===== config.mk =====
export PLATFORM = sky130hd
export DESIGN_NAME = fft256_bfly
export DESIGN_NICKNAME = d
export VERILOG_FILES = /design/src/rtl/fft_256_int16_block_scaled_defines.svh /design/src/rtl/fft256_pkg.sv /design/src/rtl/fft256_bfly.sv
export SDC_FILE = /design/constraint.sdc
export NUM_CORES = 2
export LEC_CHECK = 0
export BUFFER_PORTS_ARGS = -buffer_cell sky130_fd_sc_hd__buf_2
export CORE_UTILIZATION = 25
export CTS_BUF_LIST = sky130_fd_sc_hd__clkbuf_4
export DETAILED_ROUTE_END_ITERATION = 12
export GPL_TIMING_DRIVEN = 0
export SLEW_MARGIN = 40
export SYNTH_ARGS = -nofsm -noshare
export SYNTH_HDL_FRONTEND = slang
export SYNTH_SLANG_ARGS = --single-unit

===== constraint.sdc =====
create_clock -name clk -period 10.2 [get_ports clk]
set_input_delay 2.04 -clock clk [delete_from_list [all_inputs] [get_ports clk]]
set_output_delay 2.04 -clock clk [all_outputs]
set_load 0.05 [all_outputs]

===== src/rtl/fft_256_int16_block_scaled_defines.svh =====
// Assertion macros used by the top-level FFT module.
`ifndef FFT_256_INT16_BLOCK_SCALED_DEFINES_SVH
`define FFT_256_INT16_BLOCK_SCALED_DEFINES_SVH

`ifndef ASSERT_OFF
`define FFT_ASSERT_HOLDS(lbl, prop) \
	lbl: assert property (@(posedge clk) disable iff (!arst_n) (prop)) \
		else $error("fft assertion failed");
`define FFT_ASSERT_NEXT(lbl, pre, post) \
	lbl: assert property (@(posedge clk) disable iff (!arst_n) (pre) |=> (post)) \
		else $error("fft assertion failed");
`else
`define FFT_ASSERT_HOLDS(lbl, prop)
`define FFT_ASSERT_NEXT(lbl, pre, post)
`endif

`endif


===== src/rtl/fft256_pkg.sv =====
`timescale 1ns / 1ps
package fft256_pkg;

	typedef struct packed {
		logic               opcode;
		logic signed [15:0] sample_re;
		logic signed [15:0] sample_im;
	} in_item_t;

	typedef struct packed {
		logic signed [15:0] result_re;
		logic signed [15:0] result_im;
		logic        [7:0]  bin_index;
		logic               last_bin;
		logic               status;
	} out_item_t;

	localparam logic OP_LOAD   = 1'b0;
	localparam logic OP_UNLOAD = 1'b1;

	localparam int LATE_STAGE = 5;
	localparam int ROUND_BIAS = 16384;
	localparam int PROD_SHIFT = 15;
	localparam logic [63:0] HALF_PI_Q60 = 64'h1921FB54442D1846;
	localparam logic [63:0] TAYLOR_DIV [12] = '{
		64'd6, 64'd20, 64'd42, 64'd72, 64'd110, 64'd156,
		64'd210, 64'd272, 64'd342, 64'd420, 64'd506, 64'd600
	};

	typedef enum logic [2:0] {
		ST_IDLE,
		ST_UNLD,
		ST_RA,
		ST_RB,
		ST_MUL,
		ST_ADD,
		ST_WA,
		ST_WB
	} state_t;

	function automatic logic [63:0] mul_q60(input logic [63:0] a, input logic [63:0] b);
		logic [63:0] ah, al, bh, bl;
		ah = a >> 32;
		al = a & 64'hFFFF_FFFF;
		bh = b >> 32;
		bl = b & 64'hFFFF_FFFF;
		return ah * bh * 64'd16 + ((ah * bl + al * bh) >> 28) + ((al * bl) >> 60);
	endfunction

	function automatic logic [63:0] sine_q60(input logic [63:0] x);
		logic [63:0] x2, term, sum;
		x2 = mul_q60(x, x);
		term = x;
		sum = x;
		for (int n = 1; n <= 12; n++) begin
			term = mul_q60(term, x2) / TAYLOR_DIV[n - 1];
			if ((n & 1) == 1) sum = sum - term;
			else sum = sum + term;
		end
		return sum;
	endfunction

	function automatic logic [15:0] quarter_q15(input int m, input logic [63:0] step);
		logic [63:0] v;
		v = (((sine_q60(step * 64'(m)) >> 20) * 64'd32767) + (64'd1 << 39)) >> 40;
		return (v > 64'd32767) ? 16'd32767 : v[15:0];
	endfunction

	// cos in the upper half, negative sine in the lower half
	function automatic logic [31:0] twiddle_entry(input int j, input int points,
			input logic [63:0] step);
		int q;
		logic [15:0] c, s;
		q = points / 4;
		if (j <= q) begin
			c = quarter_q15(q - j, step);
			s = quarter_q15(j, step);
		end else begin
			c = 16'(-quarter_q15(j - q, step));
			s = quarter_q15(2 * q - j, step);
		end
		return {c, 16'(-s)};
	endfunction

endpackage


===== src/rtl/fft256_bfly.sv =====
`timescale 1ns / 1ps
module fft256_bfly (
	input  logic        clk,
	input  logic [31:0] a,
	input  logic [31:0] b,
	input  logic [31:0] tw,
	input  logic        sh,
	output logic [31:0] ya,
	output logic [31:0] yb
);

	logic signed [31:0] p_rr_s1, p_ii_s1, p_ri_s1, p_ir_s1;
	logic signed [15:0] ar_s1, ai_s1;
	logic               sh_s1;
	logic signed [33:0] sum_re, sum_im;
	logic signed [19:0] t_re, t_im, ar_x, ai_x;
	logic signed [19:0] dr, di, ur, ui;
	logic        [31:0] ya_s2, yb_s2;

	always_ff @(posedge clk) begin
		p_rr_s1 <= $signed(b[31:16]) * $signed(tw[31:16]);
		p_ii_s1 <= $signed(b[15:0]) * $signed(tw[15:0]);
		p_ri_s1 <= $signed(b[31:16]) * $signed(tw[15:0]);
		p_ir_s1 <= $signed(b[15:0]) * $signed(tw[31:16]);
		ar_s1 <= $signed(a[31:16]);
		ai_s1 <= $signed(a[15:0]);
		sh_s1 <= sh;
	end

	always_comb begin
		sum_re = 34'(p_rr_s1) - 34'(p_ii_s1) + 34'(fft256_pkg::ROUND_BIAS);
		sum_im = 34'(p_ri_s1) + 34'(p_ir_s1) + 34'(fft256_pkg::ROUND_BIAS);
		t_re = 20'(sum_re >>> fft256_pkg::PROD_SHIFT);
		t_im = 20'(sum_im >>> fft256_pkg::PROD_SHIFT);
		ar_x = 20'(ar_s1);
		ai_x = 20'(ai_s1);
		dr = ar_x - t_re;
		di = ai_x - t_im;
		ur = ar_x + t_re;
		ui = ai_x + t_im;
		if (sh_s1) begin
			dr = dr >>> 1;
			di = di >>> 1;
			ur = ur >>> 1;
			ui = ui >>> 1;
		end
	end

	// wrap to 16 bits
	always_ff @(posedge clk) begin
		ya_s2 <= {ur[15:0], ui[15:0]};
		yb_s2 <= {dr[15:0], di[15:0]};
	end

	assign ya = ya_s2;
	assign yb = yb_s2;

endmodule

==> impl_summary.txt <==
----------------------------------------------------
[Outcome]
  Status ... complete, but fails checks
  Violated checks ... DRC

[Critical path]
  Data arrival, critical path ... 9.81 ns
  Most used cell along the critical path ... fa_1
  Largest delay share family, worst path ... adder cells
  Capturing element type of the critical path ... flip-flop
  Crit-path max FO ... 10
  Largest incremental delay on the critical path ... 0.69 ns
  Buffers and inverters on the worst path ... 5
  Worst endpoint required time ... 10.91 ns
  Crit Path Category ... in2reg
  Crit path max-delay cell type ... clkbuf_1
  Critical path cell sequence ... buf_2 -> inv_1 -> clkbuf_1 -> nor2_1 -> fa_1 -> fa_1 -> fa_1 -> fa_1 -> fa_1 -> inv_1 -> fa_1 -> inv_1 -> ha_1 -> a21o_1 -> a21oi_1 -> o2111ai_1 -> a31oi_1 -> a311oi_1 -> a41o_1 -> o41a_1 -> a211oi_1 -> a21oi_1 -> xnor2_2
  Crit start category ... primary input

[Floorplanning]
  Effective utilization at floorplan ... 25.2%
  CORE AREA ... 198000 um2
  I/O pin total ... 162
  Die X ... 449 um
  Die Y ... 449 um
  Total Die Area ... 201000 um2
  Num rows ... 163

[Global route]
  Pin count of the biggest net entering global routing ... 12
  Number of antenna violations at the first check in global routing ... 66
  Via count of the first global-routing pass ... 39600
  Wire length of the first global-routing pass ... 250000 um
  GRT Total Usage ... 16.9%
  Global-route congestion overflow total ... 0

[Synth]
  Sequential share of the synthesized area ... 9.03%
  Cells after synthesis ... 5368
  Number of flops mapped to enable cells by yosys ... 0
  Syn. warnings ... 0
  Async set-or-reset flop fraction in the synthesized netlist ... 0%
  Post-synth top area share ... 42.2%
  Cell taking the most area after synthesis ... fa_1
  Synthesized cell area ... 49900 um2
  Synth Area per Inst ... 9.29 um2
  Post-Synthesis Net Count ... 7028
  Number of distinct library cells after synthesis ... 72
  Leading register cell type out of synthesis ... dfxtp_1
  Register bit total from synthesis ... 225
  Synth top area cells ... fa_1 (42%), ha_1 (13%), inv_1 (9.5%)

[Timing]
  Final hold viol count ... 0
  Crit path time final ... 9.10 ns
  Number of max-slew violations in the final report ... 0
  Summed negative setup slack over all endpoints ... 0 ns
  Actual transition at the worst max-transition pin ... 0.996 ns
  Final clock period utilization by the worst path ... 89.2%
  Setup repair after global routing missed its margin ... no
  Setup clock skew after layout ... 0.0860 ns
  Headroom to the max-slew limit ... 33.6%
  Fmax ... 110 MHz
  Final setup violating endpoints ... 0

[Cells and area]
  Growth of design area from synthesis to finish ... 10.6%
  Count of nets after finishing ... 7264
  Commonest cells after routing, fill and taps aside ... inv_1 (1258), fa_1 (1052), nand2_1 (527)
  Most common cell after layout, fill and taps aside ... inv_1
  Utilization of the core after routing ... 27.9%
  Share of layout cells above drive strength 1 ... 7.02%

[Routing]
  Vias post-DR ... 37200
  Antenna-violating nets left ... 0
  DRC marker count from the first detailed-route iteration ... 2672
  DRC violations left ... 2
  Detailed Routing Iterations Pass 1 ... 12
  Wire length per cell ... 20.3 um
  Via count normalized by instance count ... 4.48
  Total wirelength of the detailed-routed design ... 169000 um

[Clock tree]
  Clock root buffer ... clkbuf_4
  CTS Hold Buffers Added ... 0
  Source-to-sink clock delay at the later pin of the worst-skew pair ... 0.91 ns
  Count of cells resized by post-cts repair ... 0
  Clock buffers created by TritonCTS ... 67
  Count of H-tree levels built during CTS ... 3
  Clock net sink count ... 225
  TritonCTS clock tree ... yes
  Post-CTS repair timing setup buffer count ... 0
  Clock tree buffer depth ... 3
  Clock-pin slew on the worst setup and hold paths ... 0.06 ns

[Placement]
  Routability cong. ... 0.985
  I/O Buffers ... 161
  Hpwl dp ... 145000 um

[Hold path]
  Hold Crit Class ... reg2reg

[Run]
  Total of max-cap violations ... 0

----------------------------------------------------
## worst min-delay path: stages, from the launching register on
cell	delay, ns
dfxtp_1	0.31
inv_1	0.05
ha_1	0.14
o21ai_0	0.06
## cells by family (layout without fill, tap and decap cells)
group	count (synthesis)	in the layout	share of synthesized area (%)
AOI/OAI and AO/OA	448	448	5.87
xor gates and xnor gates	238	238	4.18
adders and majority gates	1562	1562	55.0
buffers and inverters	1470	1754	11.1
DFF	225	225	9.03
muxes	53	53	1.07
other	0	22	0
and+or+nand+nor	1372	1372	13.7
## cell usage after synthesis (48+ instances only)
cell type / instances
inv_1: 1258
fa_1: 1052
nand2_1: 527
ha_1: 510
and2_1: 502
dfxtp_1: 225
clkbuf_1: 204
xnor2_1: 187
a21oi_1: 157
nor2_1: 142
o21ai_0: 71
xor2_1: 51
mux2i_1: 50
a21o_1: 48
## layout make-up
type / instances / area [um2]
repair buffers: 167 / 898
clock buffers: 86 / 646
flip-flops and latches: 225 / 4500
plain buffers: 211 / 890
well taps: 2640 / 3300
fillers: 21300 / 143000
multi-input cells: 3673 / 39900
clock inverters: 31 / 224
diodes: 22 / 55.1
inverters: 1259 / 4730
## worst paths after layout
check | start | endpoint | slack, ns | depth (start not counted)
max | tw[31] | p_rr_s1[31]$_DFF_P_ | 1.10 | 23
min reg2reg | ar_s1[0]$_DFF_P_ | yb[16]$_DFF_P_ | 0.62 | 3
max reg2reg | p_ri_s1[2]$_DFF_P_ | ya[15]$_DFF_P_ | 4.08 | 25
min | ar_s1[0]$_DFF_P_ | yb[16]$_DFF_P_ | 0.62 | 3
## routing by layer
layer  track usage (%)  vias up  wire length [um]
met3              3.64      356             13000
met1              21.2    18900             68800
met2              27.6     1319             78100
met5                 0        -               214
li1                  -    16600                 -
met4              7.80       38              8590
## registers in the layout, indices dropped and copies added, names as in the netlist
signal,cells
ai_s1,16
ar_s1,16
p_ii_s1,32
p_ir_s1,32
p_ri_s1,32
p_rr_s1,32
sh_s1,1
ya,32
yb,32
## metrics by stage
step / hold slack [ns] / cells / instance area, um2 / setup WS (ns)
3_3_place_gp: 0.622 / 8169 / 54000 / -0.207
4_1_cts: 0.621 / 8290 / 55100 / 1.30
2_1_floorplan: 0.572 / 5368 / 49900 / 2.11
5_1_grt: 0.659 / 8302 / 55100 / 0.932
3_5_place_dp: 0.608 / 8173 / 54200 / 0.279
6_report: 0.616 / 8314 / 55200 / 1.10
Power is left out: the tool's default activity adds up to more than one toggle a clock period on the data nets, which glitch-free logic cannot reach.
